--- config.mk ---
export PLATFORM = sky130hd
export DESIGN_NAME = signed_mul_div_unit_16bit
export DESIGN_NICKNAME = d
export VERILOG_FILES = /design/src/sv/smdu_pkg.sv /design/src/sv/smdu_front.sv /design/src/sv/smdu_div_stage.sv /design/src/sv/smdu_back.sv /design/src/sv/signed_mul_div_unit_16bit.sv
export SDC_FILE = /design/constraint.sdc
export NUM_CORES = 2
export LEC_CHECK = 0
export BUFFER_PORTS_ARGS = -buffer_cell sky130_fd_sc_hd__buf_2
export CAP_MARGIN = 0
export CORE_MARGIN = 1
export CORE_UTILIZATION = 30
export DETAILED_ROUTE_END_ITERATION = 6
export GPL_ROUTABILITY_DRIVEN = 0
export PLACE_DENSITY = 0.53
export SETUP_SLACK_MARGIN = 0.2
export SYNTH_ARGS = -nofsm -noshare
export SYNTH_HDL_FRONTEND = slang
export SYNTH_HIERARCHICAL = 1
export SYNTH_SLANG_ARGS = --single-unit
--- constraint.sdc ---
create_clock -name clk -period 9.7 [get_ports clk]
set_input_delay 1.94 -clock clk [delete_from_list [all_inputs] [get_ports clk]]
set_output_delay 1.94 -clock clk [all_outputs]
set_load 0.005 [all_outputs]
--- src/sv/smdu_pkg.sv ---
package smdu_pkg;

  localparam int OPERAND_WIDTH   = 16;
  localparam int RESULT_WIDTH    = 2 * OPERAND_WIDTH;
  // restoring divide steps done in each pipeline stage
  localparam int STEPS_PER_STAGE = 4;
  localparam int DIV_STAGES      = (OPERAND_WIDTH + STEPS_PER_STAGE - 1) / STEPS_PER_STAGE;
  // dividend padded with leading zeros to a whole number of stages
  localparam int DVD_WIDTH       = DIV_STAGES * STEPS_PER_STAGE;
  // input stage, divide stages, output stage
  localparam int LATENCY         = DIV_STAGES + 2;

  typedef enum logic {
    OP_MUL = 1'b0,
    OP_DIV = 1'b1
  } op_kind_t;

  typedef struct packed {
    logic                      valid;
    op_kind_t                  kind;
    logic                      neg;
    logic                      dz;
    logic [OPERAND_WIDTH-1:0]  divisor;
    logic [OPERAND_WIDTH-1:0]  rem;
    logic [DVD_WIDTH-1:0]      quo;
    logic [RESULT_WIDTH-1:0]   prod;
  } pipe_t;

endpackage

--- src/sv/smdu_front.sv ---
module smdu_front
  import smdu_pkg::*;
(
  input  logic                            clk,
  input  logic                            rst,
  input  logic                            start,
  input  logic                            kind,
  input  logic signed [OPERAND_WIDTH-1:0] operand_a,
  input  logic        [OPERAND_WIDTH-1:0] operand_b,
  output pipe_t                           out_s
);

  pipe_t                          nxt;
  logic        [OPERAND_WIDTH-1:0] mag;
  logic signed [RESULT_WIDTH-1:0]  prod_s;

  always_comb begin
    // magnitude of the most negative value still fits unsigned
    mag    = operand_a[OPERAND_WIDTH-1] ? (OPERAND_WIDTH'(0) - operand_a) : operand_a;
    prod_s = operand_a * $signed(operand_b);
    nxt.valid   = start;
    nxt.kind    = op_kind_t'(kind);
    nxt.neg     = operand_a[OPERAND_WIDTH-1];
    nxt.dz      = (operand_b == '0);
    nxt.divisor = operand_b;
    nxt.rem     = '0;
    nxt.quo     = DVD_WIDTH'(mag);
    nxt.prod    = prod_s;
  end

  always_ff @(posedge clk) begin
    if (rst) begin
      out_s <= '0;
    end else begin
      out_s <= nxt;
    end
  end

endmodule

--- src/sv/smdu_div_stage.sv ---
module smdu_div_stage
  import smdu_pkg::*;
(
  input  logic  clk,
  input  logic  rst,
  input  pipe_t in_s,
  output pipe_t out_s
);

  pipe_t                  cur;
  logic [OPERAND_WIDTH:0] trial;

  // quotient bits shift in where dividend bits shift out
  always_comb begin
    cur   = in_s;
    trial = '0;
    for (int i = 0; i < STEPS_PER_STAGE; i++) begin
      trial   = {cur.rem, cur.quo[DVD_WIDTH-1]};
      cur.quo = {cur.quo[DVD_WIDTH-2:0], 1'b0};
      if (trial >= {1'b0, cur.divisor}) begin
        trial      = trial - {1'b0, cur.divisor};
        cur.quo[0] = 1'b1;
      end
      cur.rem = trial[OPERAND_WIDTH-1:0];
    end
  end

  always_ff @(posedge clk) begin
    if (rst) begin
      out_s <= '0;
    end else begin
      out_s <= cur;
    end
  end

endmodule

--- src/sv/smdu_back.sv ---
module smdu_back
  import smdu_pkg::*;
(
  input  logic                    clk,
  input  logic                    rst,
  input  pipe_t                   in_s,
  output logic                    done,
  output logic [RESULT_WIDTH-1:0] result
);

  logic [OPERAND_WIDTH-1:0] q;
  logic [OPERAND_WIDTH-1:0] r;
  logic [RESULT_WIDTH-1:0]  result_next;

  always_comb begin
    q = in_s.quo[OPERAND_WIDTH-1:0];
    r = in_s.rem;
    // quotient and remainder both take the dividend's sign
    if (in_s.neg) begin
      q = OPERAND_WIDTH'(0) - q;
      r = OPERAND_WIDTH'(0) - r;
    end
    unique case (in_s.kind)
      OP_MUL:  result_next = in_s.prod;
      OP_DIV:  result_next = in_s.dz ? '0 : {r, q};
      default: result_next = '0;
    endcase
  end

  always_ff @(posedge clk) begin
    if (rst) begin
      done <= 1'b0;
    end else begin
      done <= in_s.valid;
    end
    result <= result_next;
  end

endmodule

--- src/sv/signed_mul_div_unit_16bit.sv ---
// signed 16x16 multiply / signed-by-unsigned divide unit
//
// request channel: start with kind, operand_a, operand_b is taken at any
// rising edge where busy is low; busy is always low, so a new request can
// be issued every cycle.
// kind 0: full 32-bit signed product of operand_a and operand_b.
// kind 1: operand_a (signed) divided by operand_b (unsigned), truncating
// toward zero; remainder in result[31:16], quotient in result[15:0];
// a zero divisor gives 0.
// result channel: done is high for one cycle with result; results come
// out in request order.
// pipeline: input stage with the multiplier, four divide stages of four
// restoring steps each, output stage with sign fixup. throughput: one
// request per cycle.
// reset clears all pipeline valid bits; requests in flight are dropped.
// the receiver cannot stall, so the pipeline never holds.
module signed_mul_div_unit_16bit
  import smdu_pkg::*;
(
  input  logic                            clk,
  input  logic                            rst,
  input  logic                            start,
  output logic                            busy,
  input  logic                            kind,
  input  logic signed [OPERAND_WIDTH-1:0] operand_a,
  input  logic        [OPERAND_WIDTH-1:0] operand_b,
  output logic                            done,
  output logic        [RESULT_WIDTH-1:0]  result
);

  pipe_t stg [DIV_STAGES+1];

  assign busy = 1'b0;

  smdu_front u_front (
    .clk       (clk),
    .rst       (rst),
    .start     (start),
    .kind      (kind),
    .operand_a (operand_a),
    .operand_b (operand_b),
    .out_s     (stg[0])
  );

  for (genvar g = 0; g < DIV_STAGES; g++) begin : g_div
    smdu_div_stage u_stage (
      .clk   (clk),
      .rst   (rst),
      .in_s  (stg[g]),
      .out_s (stg[g+1])
    );
  end

  smdu_back u_back (
    .clk    (clk),
    .rst    (rst),
    .in_s   (stg[DIV_STAGES]),
    .done   (done),
    .result (result)
  );

endmodule

# Word-level counts from Yosys, hierarchy flattened
# Cells that the tools add are included.
[word_totals] regBits=421 latchBits=0 ramBits=0 mem_bits_ro=0 inputBits=36 output_inout_bits=34 elab_cells=118 mem_count=0
[classes] add_sub_neg=19 n_mul=1 div_mod_pow=0 n_lt_le_gt_ge=16 eq_ne=0 shifts=0 n_mux=37 bitwise=2 n_reduce_logical=2
[ops] cell="$mux W16" n=18
[ops] cell="$ge A17 B16 Y1" n=15
[ops] cell="$sub A16 B16 Y16" n=15
[ops] cell="$pmux W32 S2" n=1
[ops] cell="$sub A1 B16 Y16 const A" n=3
[ops] cell="$mul A16 B16 Y32" n=1
[ops] cell="$mux W32" n=1
[ops] cell="$ge A1 B16 Y1" n=1
[ops] cell="$logic_not A16 Y1" n=1
[ops] cell="$mux W1" n=16
[ops] cell="$sub A1 B16 Y16" n=1
[ops] cell="$mux W15" n=1
[ops] cell="$not A1 Y1" n=2
[ops] cell="$reduce_or A2 Y1" n=1

# Logic depth before layout (Yosys ltp)
[logic_depth] depth_word=8 ltp_mapped=46 mapped_depth_nobuf=40

# Modules after synthesis
# The synthesis kept the hierarchy.
[by_module_without_submodules] module="smdu_div_stage" n_inst=4 cells_each=752 area_each_um2=6374.9 seq_area_each_um2=1681.6
[by_module_without_submodules] module="smdu_front" n_inst=1 cells_each=1347 area_each_um2=12211.7 seq_area_each_um2=1361.3
[by_module_without_submodules] module="smdu_back" n_inst=1 cells_each=175 area_each_um2=1764.2 seq_area_each_um2=660.6
[by_module_without_submodules] module="signed_mul_div_unit_16bit" n_inst=1 cells_each=2 area_each_um2=11.3 seq_area_each_um2=0.0

# Worst setup path after synthesis
# No wires, ideal clock.
[synth_path] kind="reg2reg" start="reg g_div[0].u_stage/out_s[65] (netlist bit)" end="reg g_div[1].u_stage/out_s[54] (netlist bit)" setup_ps=72 arrival_time_ps=10078 required_time_ps=9628 setup_slack_ps=-450 stages_incl_launch_ff=44 n_path_buf=6 period_less_slack_ps=10150 cell_sequence="dfxtp_1 -> inv_1 -> ha_1 -> nor2b_1 -> o31ai_2 -> o2bb2ai_2 -> o311ai_4 -> a21o_1 -> buf_6 -> clkbuf_1 -> clkbuf_1 -> mux2i_1 -> inv_1 -> ha_1 -> o21ai_1 -> a21oi_1 -> o41ai_2 -> a311oi_1 -> [... 8 more ...] -> nand3b_1 -> a22o_1 -> or2_2 -> clkbuf_1 -> o21ai_0 -> a21boi_0 -> ha_1 -> nor2b_1 -> o21ai_0 -> a21oi_1 -> o21a_1 -> o2111ai_1 -> and3b_1 -> a211o_1 -> a21boi_0 -> a2111oi_4 -> buf_6 -> mux2i_1"
[synth_between] elab_chain_len=8 elab_cells_between_ends=12
[synth_rtl] element="start, declared" line="smdu_div_stage.sv:7" source="output pipe_t out_s"
[synth_rtl] element="start signal, assigned" line="smdu_div_stage.sv:32" source="out_s <= cur;"
[synth_rtl] element="$sub A16 B16 Y16 / $ge A17 B16 Y1 (equally long branches)" line="smdu_div_stage.sv:21, smdu_div_stage.sv:20"
[synth_rtl] element="$mux W16" line="smdu_div_stage.sv:20" source="if (trial >= {1'b0, cur.divisor}) begin"
[synth_rtl] element="$sub A16 B16 Y16 / $ge A17 B16 Y1 (equally long branches)" line="smdu_div_stage.sv:21, smdu_div_stage.sv:20"
[synth_rtl] element="$mux W16" line="smdu_div_stage.sv:20"
[synth_rtl] element="$sub A16 B16 Y16 / $ge A17 B16 Y1 (equally long branches)" line="smdu_div_stage.sv:21, smdu_div_stage.sv:20"
[synth_rtl] element="$mux W16" line="smdu_div_stage.sv:20"
[synth_rtl] element="$sub A16 B16 Y16 / $ge A17 B16 Y1 (equally long branches)" line="smdu_div_stage.sv:21, smdu_div_stage.sv:20"
[synth_rtl] element="$mux W16 *" line="smdu_div_stage.sv:20"
[synth_rtl] element="end signal, assigned" line="smdu_div_stage.sv:32"
[synth_rtl] element="end, declared" line="smdu_div_stage.sv:7"
# Every way passes the cells marked *; elsewhere a longest branch is shown, timed or not.
# A chain may end at the register's enable or synchronous reset.

# Worst setup path in the final report
[layout_path] start="reg g_div[2].u_stage/out_s[65] (netlist bit)" end="reg g_div[3].u_stage/out_s[48] (netlist bit)"
[layout_between] elab_chain_len=8 elab_cells_between_ends=11
[layout_rtl] element="start, declared" line="smdu_div_stage.sv:7"
[layout_rtl] element="start signal, assigned" line="smdu_div_stage.sv:32"
[layout_rtl] element="$sub A16 B16 Y16 / $ge A17 B16 Y1 (equally long branches)" line="smdu_div_stage.sv:21, smdu_div_stage.sv:20"
[layout_rtl] element="$mux W16" line="smdu_div_stage.sv:20"
[layout_rtl] element="$sub A16 B16 Y16 / $ge A17 B16 Y1 (equally long branches)" line="smdu_div_stage.sv:21, smdu_div_stage.sv:20"
[layout_rtl] element="$mux W16" line="smdu_div_stage.sv:20"
[layout_rtl] element="$sub A16 B16 Y16 / $ge A17 B16 Y1 (equally long branches)" line="smdu_div_stage.sv:21, smdu_div_stage.sv:20"
[layout_rtl] element="$mux W16" line="smdu_div_stage.sv:20"
[layout_rtl] element="$ge A17 B16 Y1 *" line="smdu_div_stage.sv:20"
[layout_rtl] element="$mux W16 *" line="smdu_div_stage.sv:20"
[layout_rtl] element="end signal, assigned" line="smdu_div_stage.sv:32"
[layout_rtl] element="end, declared" line="smdu_div_stage.sv:7"
# Marked as above.

==> metrics.cfg <==
[outcome]
status = finished, final reports clean

[critical_path]
path_class = reg -> reg
critPathSlowestCell = a2111oi_4
worstPathArrival_ns = 9.63
startpoint_type = register
path_common_cell = ha_1
path_max_fanout = 9
cp_data_required_time_ns = 10.19
endpoint_kind = register
cp_slowest_stage_delay_ns = 0.42
path_delay_family = compound AO/OA/AOI/OAI gates
path_buf_inv = 8

[routing]
ant_nets = 0
drt_iter0_drc = 1798
via_per_inst = 4.91
routedWlPerCell_um = 16.7
drc = 0
via_count = 31300
wirelength_um = 106000
drtPass1Iterations = 5

[cts]
cts-root-buf = clkbuf_16
hold_buffers = 0
clkLatencyLatePin_ns = 0.60
numClockSinks = 421
cts_tree = yes
path_clk_slew_ns = 0.06
htreeDepth = 2
clk_path_buf_depth = 3
cts-buffers-inserted = 48

[die]
num_rows = 132
start_util = 0.302
fp.dieW_um = 363
die_y_um = 363
dieArea_um2 = 132000
core_um2 = 129000
ios = 70

[sta]
rsz0062_at_grt = yes
max_freq_ghz = 0.109
final_max_slew_viol_count = 0
relSlewSlack = 0.319
post-route-period-util = 0.943
finalClockSkew_ns = 0.0315
tightestPinTransition_ns = 1.02
hold_violations = 0
setup_violations = 0
fin_crit_ns = 9.15
holdWs_ns = 0.410

[global_route]
antenna_found_initial = 12
grt_pass1_wl_um = 167000
gr-total-overflow = 0
track_usage = 0.156
grt_max_degree = 128
grt_pass1_vias = 30800

[synth]
syn_inst = 4499
syn_avg_cell_area_um2 = 8.69
syn_area_um2 = 39100
yosysWarnings = 6

[final_layout]
nets = 5253
syn2layout_area_growth_pct = 13.9
drive_gt1_frac = 0.139
final_cell_area_um2 = 44500

[worst_hold_path]
hold_class = reg -> reg

[flow_run]
cap_violations = 0

[place]
port_buffers = 68
hpwlAfterDp_um = 81300
dpl_cell_area_um2 = 41600

[final timing paths]
kind	startpoint	end	slack, ns	depth (start not counted)
setup / recovery	g_div[2].u_stage/out_s[65]	g_div[3].u_stage/out_s[48]	0.55	43
setup reg to reg	g_div[2].u_stage/out_s[65]	g_div[3].u_stage/out_s[48]	0.55	43
hold / removal	g_div[0].u_stage/out_s[0]	g_div[1].u_stage/out_s[0]	0.41	1
hold reg to reg	g_div[0].u_stage/out_s[0]	g_div[1].u_stage/out_s[0]	0.41	1
[metrics by stage]
step	setup slack [ns]	utilization	instances	setup TNS [ns]
floorplan	0.250	-	4514	0
global placement	0.0248	0.322	6236	0
detailed placement	-0.0333	0.322	6236	-0.0371
CTS	0.209	0.337	6341	0
global route	0.0839	0.344	6382	0
finish	0.553	0.344	6382	0
[timing repair]
item                                   in CTS  in global routing
resized for setup                          22                143
setup buffers                              15                 31
pin swaps                                   3                 29
setup endpoints to repair                  51                 68
endpoints found under the hold margin       0                  0
gates cloned                                0                  8
[registers in the layout (all words and copies together) (netlist names)]
| signal | count |
|---|---|
| u_back/done | 1 |
| u_front/out_s | 68 |
| u_back/result | 32 |
| g_div.u_stage/out_s | 320 |
[final cells by class]
| type | instances | area [µm²] |
|---|---|---|
| clock inverters | 31 | 464 |
| flip-flops and latches | 421 | 8440 |
| fillers | 13400 | 84800 |
| diodes | 2 | 5.00 |
| multi-input cells | 3392 | 28500 |
| inverters | 516 | 1940 |
| well taps | 1742 | 2180 |
| clock buffers | 59 | 1310 |
| repair buffers | 219 | 1720 |
[cell usage in the layout, fill, tap and decap left out, types with 22 or more instances in the layout]
cell / count
o21ai_0: 179
nand2_1: 337
and3_1: 25
xor2_1: 89
o21a_1: 76
buf_4: 132
inv_1: 502
o211ai_1: 66
dfxtp_1: 415
and2_1: 131
nor2b_1: 267
nor3_1: 81
a22o_1: 28
a21oi_2: 32
nor2_1: 297
o21ai_1: 29
ha_1: 312
clkbuf_16: 54
mux2i_1: 77
nand3_1: 67
fa_1: 278
mux2_2: 63
a211oi_1: 22
a21oi_1: 177
buf_2: 67
xnor2_1: 140
nand4_1: 42
a21o_1: 51
or3_1: 41
nand2b_1: 29
[metal layers]
layer,vias up,GRT usage,share of wire
li1,15500,-,-
met3,158,0.0211,0.044
met2,625,0.256,0.46
met5,-,0,0.00013
met1,15100,0.213,0.47
met4,2,0.0456,0.025
Power is left out: the tool's default activity adds up to more than one toggle a clock period on the data nets, which glitch-free logic cannot reach.
